## src/rtl/core/tlim_pkg.sv

```systemverilog
package tlim_pkg;

  // result status codes
  localparam logic [2:0] ST_OK       = 3'd0;
  localparam logic [2:0] ST_OUT      = 3'd1;
  localparam logic [2:0] ST_HALT     = 3'd2;
  localparam logic [2:0] ST_STRAY    = 3'd3;
  localparam logic [2:0] ST_UNCLOSED = 3'd4;
  localparam logic [2:0] ST_OVERFLOW = 3'd5;
  localparam logic [2:0] ST_FULL     = 3'd6;

  // input commands
  localparam logic CMD_APPEND = 1'b0;
  localparam logic CMD_EXEC   = 1'b1;

  // instruction characters
  localparam logic [7:0] CH_PLUS  = 8'h2B;
  localparam logic [7:0] CH_MINUS = 8'h2D;
  localparam logic [7:0] CH_RIGHT = 8'h3E;
  localparam logic [7:0] CH_LEFT  = 8'h3C;
  localparam logic [7:0] CH_DOT   = 8'h2E;
  localparam logic [7:0] CH_COMMA = 8'h2C;
  localparam logic [7:0] CH_OPEN  = 8'h5B;
  localparam logic [7:0] CH_CLOSE = 8'h5D;

  // one word between the front and the back
  typedef struct packed {
    logic       command;
    logic [7:0] data_byte;
  } tlim_word_t;

endpackage

```

## src/rtl/core/tlim_front.sv

```systemverilog
module tlim_front
  import tlim_pkg::*;
(
  input  logic       clk,
  input  logic       rst_n,
  input  logic       in_valid,
  output logic       in_ready,
  input  logic       in_command,
  input  logic [7:0] in_data_byte,
  output logic       q_valid,
  input  logic       q_ready,
  output tlim_word_t q_word
);

  // two-entry queue
  tlim_word_t mem_r [2];
  logic       wp_r, wp_nxt, rp_r, rp_nxt;
  logic [1:0] cnt_r, cnt_nxt;
  logic       push, pop;

  assign in_ready = (cnt_r != 2'd2);
  assign q_valid  = (cnt_r != 2'd0);
  assign q_word   = mem_r[rp_r];
  assign push     = in_valid && in_ready;
  assign pop      = q_valid && q_ready;

  // pointer and count update
  always_comb begin
    wp_nxt  = push ? ~wp_r : wp_r;
    rp_nxt  = pop ? ~rp_r : rp_r;
    cnt_nxt = cnt_r + {1'b0, push} - {1'b0, pop};
  end

  always_ff @(posedge clk) begin
    if (!rst_n) begin
      wp_r  <= 1'b0;
      rp_r  <= 1'b0;
      cnt_r <= 2'd0;
    end else begin
      wp_r  <= wp_nxt;
      rp_r  <= rp_nxt;
      cnt_r <= cnt_nxt;
    end
  end

  // payload store
  always_ff @(posedge clk) begin
    if (push) begin
      mem_r[wp_r] <= '{command: in_command, data_byte: in_data_byte};
    end
  end

  a_cnt_range: assert property (@(posedge clk) disable iff (!rst_n) cnt_r != 2'd3)
    else $error("queue count out of range");
  a_no_push_full: assert property (@(posedge clk) disable iff (!rst_n)
    cnt_r == 2'd2 |-> !push) else $error("push into full queue");
  a_no_pop_empty: assert property (@(posedge clk) disable iff (!rst_n)
    cnt_r == 2'd0 |-> !pop) else $error("pop from empty queue");

endmodule

```

## config.mk

```make
export PLATFORM = sky130hd
export DESIGN_NAME = tlim_front
export DESIGN_NICKNAME = d
export VERILOG_FILES = /design/src/rtl/core/tlim_pkg.sv /design/src/rtl/core/tlim_front.sv
export SDC_FILE = /design/constraint.sdc
export NUM_CORES = 1
export LEC_CHECK = 0
export ABC_CLOCK_PERIOD_IN_PS = 2840
export BUFFER_PORTS_ARGS = -buffer_cell sky130_fd_sc_hd__buf_2
export CAP_MARGIN = 20
export CORE_MARGIN = 3
export CORE_UTILIZATION = 53
export CTS_CLUSTER_SIZE = 40
export DETAILED_ROUTE_END_ITERATION = 10
export GPL_ROUTABILITY_DRIVEN = 0
export PLACE_DENSITY = 0.83
export SETUP_SLACK_MARGIN = 0.05
export SLEW_MARGIN = 20
export SYNTH_ARGS = -nofsm -noshare
export SYNTH_HDL_FRONTEND = slang
export SYNTH_SLANG_ARGS = --single-unit
```

## constraint.sdc

```tcl
create_clock -name clk -period 2.84 [get_ports clk]
set_clock_uncertainty 0.1 [all_clocks]
set_input_delay 0.568 -clock clk [delete_from_list [all_inputs] [get_ports clk]]
set_output_delay 0.568 -clock clk [all_outputs]
set_load 0.02 [all_outputs]
```

# Word level (Yosys, flattened, before mapping)
# Memories as Yosys holds them, arrays and structs flattened. A register that Yosys moved wholly into a read port is not among the register bits.
# Index checks and enable logic that the tools add are counted.
# word_totals
regBits	4
latch_bits	0
mem_bits_rw	18
romBits	0
in_bits	13
out_inout_bits	11
wordCells	16
memories	1
# classes
n_addsub	2
multipliers	0
div	0
order_cmp	0
n_eq_ne	1
shifts	0
n_mux	4
n_bitwise	2
n_reduce_logical	3
# memory_table
name	depth	word_bits	rd	rd_ports_with_merged_regs	write_ports	line	source
mem_r	2	9	1	1	1	tlim_front.sv:16	tlim_word_t mem_r [2];
# ops
operator	count
$mux W1	4
$add A2 B1 Y2	1
$logic_and A1 B1 Y1	2
$ne A2 B2 Y1 const B	1
$not A1 Y1	2
$reduce_bool A2 Y1	1
$sub A2 B1 Y2	1

# Longest topological paths before layout
# logic_depth
ltp_word	4
ltp_mapped	8
depth_no_buf	8

# Least setup slack after synthesis
# Ideal clock, no wire load.
# synth_timing
path_type	reg-to-reg
startpoint	register cnt_r[0]
endpoint	register cnt_r[1]
setup_time_ns	0.115
arrival_time_ns	1.594
required_time_ns	2.625
path_slack_ns	1.031
stages_incl_launch_ff	9
path_buffers	0
synth_period_minus_slack_ns	1.809
cell_sequence	dfxtp_1 nand2b_1 nand2_1 ha_1 inv_1 ha_1 xnor2_1 xnor2_1 and2_1
# synth_between
elab_chain_cells	4
word_cells_on_any_way	6
classes_between	add/sub (2); eq/ne (1); reduce/logical (3)
# synth_rtl
element	line	source
start, declared	tlim_front.sv:18	logic [1:0] cnt_r, cnt_nxt;
start signal, assigned	tlim_front.sv:42	cnt_r <= cnt_nxt;
$ne A2 B2 Y1	tlim_front.sv:21	assign in_ready = (cnt_r != 2'd2);
named net in_ready	tlim_front.sv:7	output logic in_ready,
$logic_and A1 B1 Y1	tlim_front.sv:24	assign push = in_valid && in_ready;
$add A2 B1 Y2	tlim_front.sv:31	cnt_nxt = cnt_r + {1'b0, push} - {1'b0, pop};
$sub A2 B1 Y2	tlim_front.sv:31	
# The timed path passes the listed nets, and every way through them passes these cells.
# A chain may end at the register's enable or synchronous reset.

==> impl_summary.txt <==
----------------------------------------------------
[Route]
  Detailed-route vias per instance ... 5.255
  Detailed Route WL ... 1344 um
  DRT iter0 DRCs ... 2
  WL per Instance ... 14.30 um
  Drt pass-1 iters ... 3
  Routed Antenna Nets ... 0
  Post-route DRC ... 0
  Via count ... 494

[Yosys]
  Basic-gate share of the synthesized area counting and, or, nand and nor cells ... 0.06950
  Post-synthesis mux area share ... 0.1262
  Post-synth design cell area ... 882.1 um^2
  Synth Area per Inst ... 16.96 um^2
  Cells after synthesis ... 52
  Area share of fa/ha/maj cells after synthesis ... 0.02837
  Total number of yosys warnings ... 0
  Synthesized-area fraction occupied by ao, oa, aoi and oai cells ... 0.009929
  Count of unique library cells instantiated by Yosys ... 16
  Syn_nets ... 67
  Dominant combinational cell family by area after synthesis ... multiplexers
  Parity-gate share of the synthesized area counting xor and xnor cells ... 0.02979
  Flop and latch count out of synthesis ... 23
  Portion of the post-synthesis area used by sequential elements ... 0.7262

[Clock tree]
  Clock tree from TritonCTS ... done
  Hold buffer count at cts ... 0
  Worst-skew pair later-pin latency ... 300 ps
  Deepest level of the CTS H-tree ... 1
  CTS Buffer Depth ... 2
  Number of buffers created by CTS ... 3
  Reg clk slew, reported paths ... 120 ps
  Number of clock sinks ... 23
  CTS Root Cell ... clkbuf_4
  Number of resized instances in the post-cts repair step ... 0
  Number of setup buffers added after CTS ... 0

[Final layout]
  Fillers ... 127
  Layout cells sized above 1 ... 0.4872
  Ant. Diodes ... 0
  Area overhead of the layout relative to synthesis ... 17.87%
  Leading cell type in the layout, fill and taps excluded ... buf_2
  Most frequent cells in the layout ... 23 x buf_2, 18 x edfxtp_1, 9 x mux2_2
  Finished layout cell area ... 1040 um^2
  Number of nets at the end of the flow ... 94

[STA]
  Transition time at the pin with the least slew margin ... 782.5 ps
  Rel. slew slack ... 0.4764
  Post-Route Hold Slack ... 338.5 ps
  Final setup viols ... 0
  Fmax achieved ... 470.1 MHz
  Slew Limit Fails ... 0
  Final Cycle Share ... 0.7490
  Tmin final ... 2127 ps
  Setup Total Neg Slack ... 0 ps
  Total count of hold-check failures in the final report ... 0
  Setup repair after global routing missed its margin ... false

[Min path]
  Terminating pin of the worst hold path ... mem_r[0][4]
  Launch instance of the worst min-delay path ... in_data_byte[4]
  WHS Path Cells ... 1
  Type of the most critical hold path ... input pin to register

[Critical path]
  Data arrival at the endpoint of the critical path ... 1460 ps
  Nature of the critical path startpoint ... register
  Source of the worst register-to-register timing path ... cnt_r[0]
  Number of cells on the worst reg-to-reg path ... 8
  Critical Path Slowest Stage Cell ... dfxtp_1
  Reg2reg setup slack ... 1090 ps
  CP Cell Sequence ... mux2_2 > buf_2
  Data required time of the critical path ... 2170 ps
  Worst Setup End Kind ... output pin
  Worst reg2reg endpoint ... cnt_r[1]
  Largest stage delay on the critical path ... 600 ps
  Crit path kind ... register to output pin
  Largest fanout of any net on the critical path ... 9

[Floorplan]
  Initial Utilization ... 0.5722
  Die Ht ... 46.80 um
  Core area ... 1541 um^2
  Die extent in x ... 46.80 um
  Core Rows ... 14
  Die Outline Area ... 2190 um^2
  Count of pins on the block boundary ... 24

[Run]
  Max-capacitance violation count ... 0

[Power and ir drop]
  Leakage power ... 0.4171 nW
  IR Drop Worst-Case VDD ... 0.0004665 V
  Overall Power ... 0.9074 mW
  Power per standard cell area ... 872.7 nW/um^2

[Run status]
  Run status ... finished clean

[Global routing]
  Global-route congestion overflow total ... 0
  Pin count of the biggest net entering global routing ... 14
  Number of global-route vias before repair ... 490
  Number of antenna violations at the first check in global routing ... 0
  Global-route wire length before repair ... 2056 um
  All-Layer GR Usage ... 0.1405

[Placement]
  Standard cell area after detailed placement ... 1012 um^2
  IO Port Bufs ... 23
  Total half-perimeter wirelength after legalization and detailed placement ... 926.5 um

----------------------------------------------------
[report_power, final]
part           switching [mW]  internal (mW)
sequential             0.0392          0.428
combinational           0.156          0.137
clock                  0.0949         0.0526
[layer usage]
metal	up-vias	GRT usage	wire length, um
li1	240	-	-
met1	232	0.1517	520
met2	18	0.2249	688
met3	4	0.06130	113
met4	0	0.08840	22
met5	-	0	0
[final cells by class]
cell class	instances	area [um^2]	share of cell area
flip-flops and latches	23	640.6	0.6161
multi-input cells	27	232.7	0.2238
repair buffers	23	115.1	0.1107
clock buffers	3	22.52	0.02166
well taps	16	20.02	0.01925
clock inverters	1	5.005	0.004813
inverters	1	3.754	0.003610
[sequential cells by signal, summed over array words and instances, names as in the netlist, named ones only]
register / flops
wp_r: 1
cnt_r: 2
rp_r: 1
mem_r: 18
[worst max-delay path, delay by kind of cell (launching register included)]
family / cells / cell delay, ps
flops: 1 / 600
buf+inv: 1 / 160
mux: 1 / 390
[cells in the mapped netlist]
library cell  count  area share
and3_1            1      0.0071
mux2_2            9        0.11
inv_1             1      0.0043
mux2i_1           1       0.011
o21a_2            1      0.0099
or2_2             1      0.0071
nand2b_1          2       0.014
ha_1              2       0.028
and2_1            2       0.014
dfxtp_1           5        0.11
nor2_1            1      0.0043
buf_2             1      0.0057
xnor2_1           3       0.030
nor2b_1           2       0.014
edfxtp_1         18        0.61
nand2_1           2      0.0085
[metrics by stage]
| step | setup WS (ps) | util | std cells |
|---|---|---|---|
| finish | 712.8 | 0.6745 | 94 |
| floorplan | 1031 | - | 52 |
| detailed placement | 935.0 | 0.6567 | 90 |
| global route | 658.7 | 0.6745 | 94 |
| CTS | 697.0 | 0.6745 | 94 |
| global placement | 983.3 | 0.6567 | 90 |
[logic make-up after synthesis]
kind of cell	Yosys count
flops	23
compound gates	1
simple gates	11
mux	10
xor+xnor	3
buf+inv	2
fa+ha+maj	2
[worst max-delay path by stage]
stage             start         to  slack [ps]  cells past startpoint
6_report       register  q_word[7]         710                      2
5_1_grt        register  q_word[7]         660                      2
4_1_cts        register  q_word[7]         700                      2
3_5_place_dp    q_ready   cnt_r[1]         940                      8
3_3_place_gp    q_ready   cnt_r[1]         980                      8
2_1_floorplan  cnt_r[0]   cnt_r[1]        1030                      8
(Power assumes the default switching activity.)
